`src/imu_fd_pkg.sv`:
```
// imu_fd_pkg: shared types, constants and the crc-8 step for the imu frame deframer
// used by imu_fd_skid and imu_frame_deframer_core; no other dependencies
`timescale 1ns / 1ps
`default_nettype none

package imu_fd_pkg;

  localparam int CrcSpan    = 30;
  localparam int FieldFirst = 2;
  localparam int FieldCount = 17;

  localparam logic [7:0] CrcPoly     = 8'h07;
  localparam logic [7:0] CrcMsb      = 8'h80;
  localparam logic [7:0] MarkFirst   = 8'hcc;
  localparam logic [7:0] MarkSecond  = 8'hff;
  localparam logic [7:0] HeaderByte  = 8'haa;
  localparam logic [7:0] TrailerByte = 8'hbb;
  localparam logic [7:0] PosMax      = 8'hff;
  localparam logic [7:0] HeaderPos   = 8'd0;
  localparam logic [7:0] TrailerPos  = 8'(CrcSpan - 1);
  localparam logic [7:0] CrcPos      = 8'(CrcSpan);
  localparam logic [7:0] MinLength   = 8'(CrcSpan + 1);

  typedef struct packed {
    logic signed [15:0] accel_x;
    logic signed [15:0] accel_y;
    logic signed [15:0] accel_z;
    logic [31:0]        time_stamp;
    logic [7:0]         speed_byte;
    logic signed [15:0] gyro_x;
    logic signed [15:0] gyro_y;
    logic signed [15:0] gyro_z;
    logic               crc_good;
    logic               markers_good;
    logic [7:0]         frame_length;
    logic               length_good;
  } frame_res_t;

  function automatic logic [7:0] crc8_step(input logic [7:0] crc, input logic [7:0] b);
    logic [7:0] c;
    c = crc ^ b;
    for (int k = 0; k < 8; k++) begin
      if ((c & CrcMsb) != 8'h00) begin
        c = (c << 1) ^ CrcPoly;
      end else begin
        c = c << 1;
      end
    end
    return c;
  endfunction

endpackage

`default_nettype wire

```
`src/imu_fd_skid.sv`:
```
// imu_fd_skid: output register plus skid entry for decoded frame transactions
// depends on imu_fd_pkg for the result struct
`timescale 1ns / 1ps
`default_nettype none

module imu_fd_skid (
  input  wire logic                   clk_i,
  input  wire logic                   rst_ni,
  input  wire logic                   res_valid_i,
  input  wire imu_fd_pkg::frame_res_t res_i,
  output logic                        skid_full_o,
  output logic                        out_valid_o,
  output imu_fd_pkg::frame_res_t      out_res_o,
  input  wire logic                   out_stall_i
);
  import imu_fd_pkg::*;

  logic       out_valid_q, out_valid_d;
  logic       skid_valid_q, skid_valid_d;
  frame_res_t out_res_q, out_res_d;
  frame_res_t skid_res_q, skid_res_d;
  logic       out_free;

  always_comb begin
    out_free     = !out_valid_q || !out_stall_i;
    out_valid_d  = out_valid_q;
    skid_valid_d = skid_valid_q;
    out_res_d    = out_res_q;
    skid_res_d   = skid_res_q;
    if (out_free) begin
      if (skid_valid_q) begin
        out_valid_d  = 1'b1;
        out_res_d    = skid_res_q;
        skid_valid_d = 1'b0;
      end else begin
        out_valid_d = res_valid_i;
        out_res_d   = res_i;
      end
    end else if (res_valid_i) begin
      skid_valid_d = 1'b1;
      skid_res_d   = res_i;
    end
  end

  always_ff @(posedge clk_i or negedge rst_ni) begin
    if (!rst_ni) begin
      out_valid_q  <= 1'b0;
      skid_valid_q <= 1'b0;
    end else begin
      out_valid_q  <= out_valid_d;
      skid_valid_q <= skid_valid_d;
    end
  end

  always_ff @(posedge clk_i) begin
    out_res_q  <= out_res_d;
    skid_res_q <= skid_res_d;
  end

  assign skid_full_o = skid_valid_q;
  assign out_valid_o = out_valid_q;
  assign out_res_o   = out_res_q;

endmodule

`default_nettype wire

```
`src/imu_frame_deframer_core.sv`:
```
// imu_frame_deframer_core: top level of the imu byte-stream deframer with crc-8 check
// depends on imu_fd_pkg and imu_fd_skid
//
// usage:
//   rx channel (rx_valid_i / rx_stall_o / rx_byte_i) takes one serial byte per transaction.
//   a frame ends on 0xff directly after 0xcc; that byte yields one transaction on the frame
//   channel (frame_valid_o / frame_stall_i and the field outputs), other bytes yield none.
//   the result of the closing byte is registered in the output register or the skid entry.
//   throughput: one byte per cycle while rx_stall_o is low; all per-byte work (crc-8 step, field
//   capture, marker checks) is one combinational pass into the frame state and the output register.
//   when the receiver stalls, a second result is held in a skid entry; rx_stall_o rises only
//   while that skid entry is occupied.
//   reset: frame state clears to zero, no result pending; the block accepts bytes at once.
//   after each closing byte all frame state returns to its reset value.
`timescale 1ns / 1ps
`default_nettype none

module imu_frame_deframer_core (
  input  wire logic         clk_i,
  input  wire logic         rst_ni,
  input  wire logic         rx_valid_i,
  output logic              rx_stall_o,
  input  wire logic [7:0]   rx_byte_i,
  output logic              frame_valid_o,
  input  wire logic         frame_stall_i,
  output logic signed [15:0] accel_x_o,
  output logic signed [15:0] accel_y_o,
  output logic signed [15:0] accel_z_o,
  output logic [31:0]       time_stamp_o,
  output logic [7:0]        speed_byte_o,
  output logic signed [15:0] gyro_x_o,
  output logic signed [15:0] gyro_y_o,
  output logic signed [15:0] gyro_z_o,
  output logic              crc_good_o,
  output logic              markers_good_o,
  output logic [7:0]        frame_length_o,
  output logic              length_good_o
);
  import imu_fd_pkg::*;

  logic [7:0] pos_q, pos_d;
  logic       mark_q, mark_d;
  logic [7:0] crc_q, crc_d;
  logic [7:0] field_q [FieldCount];
  logic [7:0] field_d [FieldCount];
  logic       hdr_q, hdr_d;
  logic       trl_q, trl_d;
  logic       crc_ok_q, crc_ok_d;

  logic       accept;
  logic       frame_end;
  logic [7:0] len;
  logic       skid_full;
  frame_res_t res;
  frame_res_t out_res;

  assign accept = rx_valid_i && !skid_full;

  always_comb begin
    len       = (pos_q != PosMax) ? pos_q + 8'd1 : PosMax;
    frame_end = accept && mark_q && (rx_byte_i == MarkSecond);
    hdr_d     = hdr_q;
    trl_d     = trl_q;
    crc_d     = crc_q;
    crc_ok_d  = crc_ok_q;
    field_d   = field_q;
    if (pos_q == HeaderPos) begin
      hdr_d = (rx_byte_i == HeaderByte);
    end
    if (pos_q == TrailerPos) begin
      trl_d = (rx_byte_i == TrailerByte);
    end
    for (int i = 0; i < FieldCount; i++) begin
      if (pos_q == 8'(FieldFirst + i)) begin
        field_d[i] = rx_byte_i;
      end
    end
    if (pos_q < CrcPos) begin
      crc_d = crc8_step(crc_q, rx_byte_i);
    end else if (pos_q == CrcPos) begin
      crc_ok_d = (crc_q == rx_byte_i);
    end
    pos_d  = len;
    mark_d = (rx_byte_i == MarkFirst);

    res.accel_x      = {field_d[0], field_d[1]};
    res.accel_y      = {field_d[2], field_d[3]};
    res.accel_z      = {field_d[4], field_d[5]};
    res.time_stamp   = {field_d[6], field_d[7], field_d[8], field_d[9]};
    res.speed_byte   = field_d[10];
    res.gyro_x       = {field_d[11], field_d[12]};
    res.gyro_y       = {field_d[13], field_d[14]};
    res.gyro_z       = {field_d[15], field_d[16]};
    res.crc_good     = crc_ok_d;
    res.markers_good = hdr_d && trl_d;
    res.frame_length = len;
    res.length_good  = (len >= MinLength);

    if (frame_end) begin
      pos_d    = 8'd0;
      mark_d   = 1'b0;
      crc_d    = 8'd0;
      crc_ok_d = 1'b0;
      hdr_d    = 1'b0;
      trl_d    = 1'b0;
      for (int i = 0; i < FieldCount; i++) begin
        field_d[i] = 8'd0;
      end
    end
  end

  always_ff @(posedge clk_i or negedge rst_ni) begin
    if (!rst_ni) begin
      pos_q    <= 8'd0;
      mark_q   <= 1'b0;
      crc_q    <= 8'd0;
      crc_ok_q <= 1'b0;
      hdr_q    <= 1'b0;
      trl_q    <= 1'b0;
      for (int i = 0; i < FieldCount; i++) begin
        field_q[i] <= 8'd0;
      end
    end else if (accept) begin
      pos_q    <= pos_d;
      mark_q   <= mark_d;
      crc_q    <= crc_d;
      crc_ok_q <= crc_ok_d;
      hdr_q    <= hdr_d;
      trl_q    <= trl_d;
      field_q  <= field_d;
    end
  end

  imu_fd_skid u_skid (
    .clk_i       (clk_i),
    .rst_ni      (rst_ni),
    .res_valid_i (frame_end),
    .res_i       (res),
    .skid_full_o (skid_full),
    .out_valid_o (frame_valid_o),
    .out_res_o   (out_res),
    .out_stall_i (frame_stall_i)
  );

  assign rx_stall_o     = skid_full;
  assign accel_x_o      = out_res.accel_x;
  assign accel_y_o      = out_res.accel_y;
  assign accel_z_o      = out_res.accel_z;
  assign time_stamp_o   = out_res.time_stamp;
  assign speed_byte_o   = out_res.speed_byte;
  assign gyro_x_o       = out_res.gyro_x;
  assign gyro_y_o       = out_res.gyro_y;
  assign gyro_z_o       = out_res.gyro_z;
  assign crc_good_o     = out_res.crc_good;
  assign markers_good_o = out_res.markers_good;
  assign frame_length_o = out_res.frame_length;
  assign length_good_o  = out_res.length_good;

endmodule

`default_nettype wire
```
`config.mk`:
```
export PLATFORM = sky130hd
export DESIGN_NAME = imu_frame_deframer_core
export DESIGN_NICKNAME = d
export VERILOG_FILES = /design/src/imu_fd_pkg.sv /design/src/imu_fd_skid.sv /design/src/imu_frame_deframer_core.sv
export SDC_FILE = /design/constraint.sdc
export NUM_CORES = 1
export LEC_CHECK = 0
export BUFFER_PORTS_ARGS = -buffer_cell sky130_fd_sc_hd__buf_2
export CAP_MARGIN = 0
export CORE_MARGIN = 3
export CORE_UTILIZATION = 40
export DETAILED_ROUTE_END_ITERATION = 10
export PLACE_DENSITY = 0.57
export SYNTH_ARGS = -nofsm -noshare
export SYNTH_HDL_FRONTEND = slang
export SYNTH_SLANG_ARGS = --single-unit
```
`constraint.sdc`:
```
create_clock -name clk_i -period 16.1 [get_ports clk_i]
set_input_delay 0.805 -clock clk_i [delete_from_list [all_inputs] [get_ports clk_i]]
set_output_delay 0.805 -clock clk_i [all_outputs]
set_load 0.1 [all_outputs]
```
==> results.ini, run 1 <==
[critical_path]
cp_slowest_cell=dfrtp_4
cp_cell_sequence=nor2b_1, nand4_1, buf_4, nor2_4, buf_12
crit_fanout=147
startpoint_type=flop
critPathArrivalTime_ps=3690
path_class=flop to flop
worstSetupEndpointType=flop
reg2reg_depth=5
slowest_delay_ps=690
critPathRequiredTime_ps=16280

[synth]
synth-simple-area-share=0.03223
yosys-top-cells-area=edfxtp_1, dfrtp_1, mux2_2
ys_types=51
synth_fp_nets=1210
ys_warn_count=0
synth_commonest_cells=edfxtp_1, mux2_2, dfrtp_1
synthCells=1191
yosysSeqAreaShare=0.6733
yosysMostFrequentCell=edfxtp_1
yosysTopAreaCellShare=0.4650
synth_xor_area_frac=0.01397
synth_edf_count=294
synth_top_family_by_area=multiplexers
synth_top_area_cell=edfxtp_1
synthMuxAreaShare=0.1705
synth_compound_area_frac=0.07671
yosys.area_share.adder=0.004613
syn_area_sq_um=18990
synth_seq_cells=452
ys.flop_type=edfxtp_1
async_reset_ff_frac=0.3496
syn_avg_cell_area_sq_um=15.94

[final_layout]
synthToLayoutAreaGrowth_pct=14.83
multi_input_area_sq_um=5673
design_area_sq_um=21800
final_nets=1333
antenna_cells=0
num-fill-cells=4127
drive_gt1_frac=0.3994
register_area_sq_um=12790

[timing]
worst_slack_ps=12590
fmax_mhz=285.0
fin_crit_sh=0.2179
setup_viol=0
max_slew_margin=0.2767
slew_viol_final=0
hold_slack_ps=353.5
fin_tns_setup_ps=0
tightest_slew_ps=1085
period_needed_ps=3509
hold_viol_final=0
rsz0062_at_grt=no
finalClockSkew_ps=11.95

[placed_design]
place_ws_ps=12360
io_buffers=160
dp_hpwl_mm=26.95
routabilityCongestion=0.7910
placed_area_sq_um=20260

[grt]
grt-ovfl-total=0
grt_start_max_net_pins=148
grt_usage=0.1747
grt_pass1_vias=10690
met3_usage=0.03289
met1_usage=0.2558
grt_use_met2=0.2693
top_usage_layer=met2
grt_pass1_wl_mm=67.45
antenna_found_initial=0

[drt]
vias=10460
postRouteAntennaNets=0
wl_per_cell_um=22.47
firstDrtPassIters=5
vias_per_cell=5.339
drc=0
drtIter0Drc=655
drt-total-wl_mm=44.02

[status]
status=complete, no violations

[clock_tree]
clock-sinks=452
cts_htree_levels=2
post_cts_buffers=0
hold_buffers=0
cts_root_buf=clkbuf_16
clkLatencyLatePin_ps=570
postCtsResizedCells=0
cts_buffers=48
clk_pin_slew_worst_paths_ps=60
cts_tree=done
cts_buffer_depth=3

[floorplan]
start_util=0.4061
ioPinCount=161
dieHeight_um=223.9
core_sq_um=46750
fp.dieW_um=223.9
rows=79
die-area_sq_um=50110

[worst_hold_path]
hold_class=input pin to async pin

[flow_run]
maxCapViolCount=0

[logic make-up after synthesis]
logic type / count (synthesis)
adder cells (fa/ha/maj): 7
AND/OR/NAND/NOR: 98
buffers and inverters: 136
AO/OA/AOI/OAI: 191
flip-flops: 452
multiplexers: 288
XOR/XNOR: 19
[final timing paths]
| path | startpoint | to | slack, ps |
|---|---|---|---|
| worst max-delay path | u_skid.skid_full_o | u_skid.skid_res_q[94] | 12590 |
| worst min-delay path | rst_ni | u_skid.out_valid_o | 350 |
| worst max register to register | u_skid.skid_full_o | u_skid.skid_res_q[94] | 12590 |
| worst min register to register | field_q[22] | field_q[22] | 480 |
| max in group asynchronous | rst_ni | field_q[18] | 14270 |
| min in group clk_i | field_q[22] | field_q[22] | 480 |
[registers in the layout (all words and copies together) (netlist names)]
name                count
crc_q                   8
u_skid.out_res_o      147
mark_q                  1
u_skid.out_valid_o      1
pos_q                   8
crc_ok_q                1
field_q               136
hdr_q                   1
trl_q                   1
u_skid.skid_full_o      1
u_skid.skid_res_q     147
[through the flow]
stage / util / std cells
floorplan: - / 1191
finish: 0.4663 / 1959
detailed placement: 0.4332 / 1871
CTS: 0.4663 / 1959
global placement: 0.4332 / 1871
global route: 0.4663 / 1959
[critical path: cells and delay by family (launching register included)]
family	cells	cell delay (ps)
simple gates	3	1230
buf+inv	2	800
flops	1	690
[cells in the final DEF, fill, tap and decap left out, types with 7 or more instances in the layout]
cell	n
mux2_2	278
nand3_1	8
clkbuf_16	50
a21oi_1	15
ha_1	7
o2bb2ai_1	104
mux2i_1	8
buf_2	159
clkbuf_1	12
o22ai_1	33
nor2_1	10
buf_4	8
edfxtp_1	294
nand3_2	13
xnor2_1	11
a21o_1	13
dfrtp_1	157
o21ai_0	14
nand2_1	28
inv_1	40
clkinv_2	9
[layout make-up]
class / count / share of cell area
clock buffer: 66 / 0.06198
clock inverter: 22 / 0.008953
inverter: 40 / 0.006887
multi-input combinational: 603 / 0.2602
sequential: 452 / 0.5865
tap: 607 / 0.03483
timing repair buffer: 169 / 0.04069
[per-layer routing]
metal,vias to the layer above,part of all wire
met1,5340,0.48
met3,74,0.044
li1,4807,-
met5,-,0
met4,0,0.022
met2,238,0.45
Power of run 1 is not shown: default switching activity piles up to over one toggle a cycle in this logic, so the estimate is an artifact.
==> run 2: changes to the inputs <==
==> constraint.sdc (replaced) <==
create_clock -name clk_i -period 3.4 [get_ports clk_i]
set_input_delay 0.17 -clock clk_i [delete_from_list [all_inputs] [get_ports clk_i]]
set_output_delay 0.17 -clock clk_i [all_outputs]
set_load 0.1 [all_outputs]
==> results.ini, run 2 (synthesis results as in run 1) <==
[status]
status=complete, no violations

[critical_path]
reg2reg_to=field_q[94]
ff2ff_setup_slack_ps=450  ; -12140 ps
worstSetupEndpointType=flop
path_class=flop to flop
critPathArrivalTime_ps=3360  ; -330 ps
r2r-start=pos_q[1]
startpoint_type=flop
critPathRequiredTime_ps=3810  ; -12470 ps
crit_fanout=17  ; -88%
reg2reg_depth=5  ; unchanged

[final_layout]
drive_gt1_frac=0.4098  ; +0.01044
antenna_cells=0  ; unchanged
final_nets=1359  ; +2.0%
final_common_cell=edfxtp_1
synthToLayoutAreaGrowth_pct=16.06
layout_common_cells=edfxtp_1, mux2_2, buf_2
register_area_sq_um=12790  ; about the same
multi_input_area_sq_um=5682  ; +0.15%
num-fill-cells=4064  ; -1.5%

[clock_tree]
post_cts_buffers=0  ; unchanged
postCtsResizedCells=0  ; unchanged
cts_tree=done
hold_buffers=1  ; +1
clkLatencyLatePin_ps=600  ; +30 ps
clock-sinks=452  ; unchanged
cts_root_buf=clkbuf_16
clk_pin_slew_worst_paths_ps=60  ; about the same
cts_buffers=49  ; +2.1%
cts_buffer_depth=3  ; unchanged
cts_htree_levels=2  ; unchanged

[drt]
wl_per_cell_um=23.46  ; +4.4%
postRouteAntennaNets=0  ; unchanged
drt-total-wl_mm=46.64  ; +6.0%
firstDrtPassIters=5  ; unchanged
drc=0  ; unchanged
drtIter0Drc=805  ; +23%
vias_per_cell=5.412  ; +1.4%
vias=10760  ; +2.9%

[placed_design]
routabilityCongestion=0.8023  ; +1.4%
place_ws_ps=547.9  ; -11810 ps
io_buffers=160  ; unchanged
dp_hpwl_mm=27.52  ; +2.1%

[timing]
fmax_mhz=338.9  ; +19%
fin_crit_sh=0.8680  ; +0.6500
tightest_slew_ps=1220  ; +135.4 ps
worst_slack_ps=448.9  ; -12140 ps
finalClockSkew_ps=31.39  ; +19.44 ps
max_slew_margin=0.1827  ; -0.09403
hold_viol_final=0  ; unchanged
period_needed_ps=2951  ; -557.7 ps
slew_viol_final=0  ; unchanged
hold_slack_ps=72.81  ; -280.7 ps
rsz0062_at_grt=no
setup_viol=0  ; unchanged

[worst_hold_path]
min_path_cells=4
hold_class=input pin to flop
min_to=mark_q
holdCritStartpoint=rx_byte_i[2]

[flow_run]
maxCapViolCount=0  ; unchanged

[floorplan]
rows=79  ; unchanged
ioPinCount=161  ; unchanged
core_sq_um=46750  ; unchanged
die-area_sq_um=50110  ; unchanged
fp.dieW_um=223.9  ; unchanged
start_util=0.4061  ; unchanged
dieHeight_um=223.9  ; unchanged

[grt]
antenna_found_initial=0  ; unchanged
grt_usage=0.1861  ; +0.01136
grt_pass1_wl_mm=71.05  ; +5.3%
grt_pass1_vias=11010  ; +3.1%
grt-ovfl-total=0  ; unchanged
grt_start_max_net_pins=92  ; -38%

## run 2: metal layers
| layer | wire (um) | vias to the layer above | part of all wire | track usage |
|---|---|---|---|---|
| met2 | 20990 | 310 | 0.45 | 0.2817 |
| met3 | 2616 | 60 | 0.056 | 0.03591 |
| met4 | 755 | 0 | 0.016 | 0.04354 |
| met1 | 22280 | 5534 | 0.48 | 0.2790 |
| li1 | - | 4855 | - | - |
| met5 | 0 | - | 0 | 0 |
## run 2: how the worst max path moves through the flow
stage	endpoint	start	slack (ps)
floorplan	u_skid.skid_res_q[0]	u_skid.skid_full_o	-620
global placement	field_q[120]	pos_q[1]	570
detailed placement	field_q[121]	pos_q[1]	550
CTS	field_q[121]	pos_q[1]	490
global route	field_q[124]	pos_q[1]	290
finish	field_q[94]	pos_q[1]	450
## run 2: metrics by stage
stage               TNS [ps]  std cells  area [sq um]    util
floorplan             -91220       1191         19040       -
global placement           0       1895         20510  0.4387
detailed placement         0       1895         20510  0.4387
CTS                        0       1988         22030  0.4713
global route               0       1988         22030  0.4713
finish                     0       1988         22030  0.4713
## run 2: critical path: stages (launching register included)
cell and delay, ps:
dfrtp_1 500, ha_1 400, nor2b_1 480, nand3_2 460, a21oi_1 720, o22ai_1 200
## run 2: area by class of cell
cell class / count / share of cell area
sequential: 452 / 0.5804
timing repair buffer: 194 / 0.05173
multi-input combinational: 603 / 0.2579
clock buffer: 57 / 0.05894
inverter: 40 / 0.006814
clock inverter: 35 / 0.009767
tap: 607 / 0.03447
Power of run 2 is left out for the same reason.
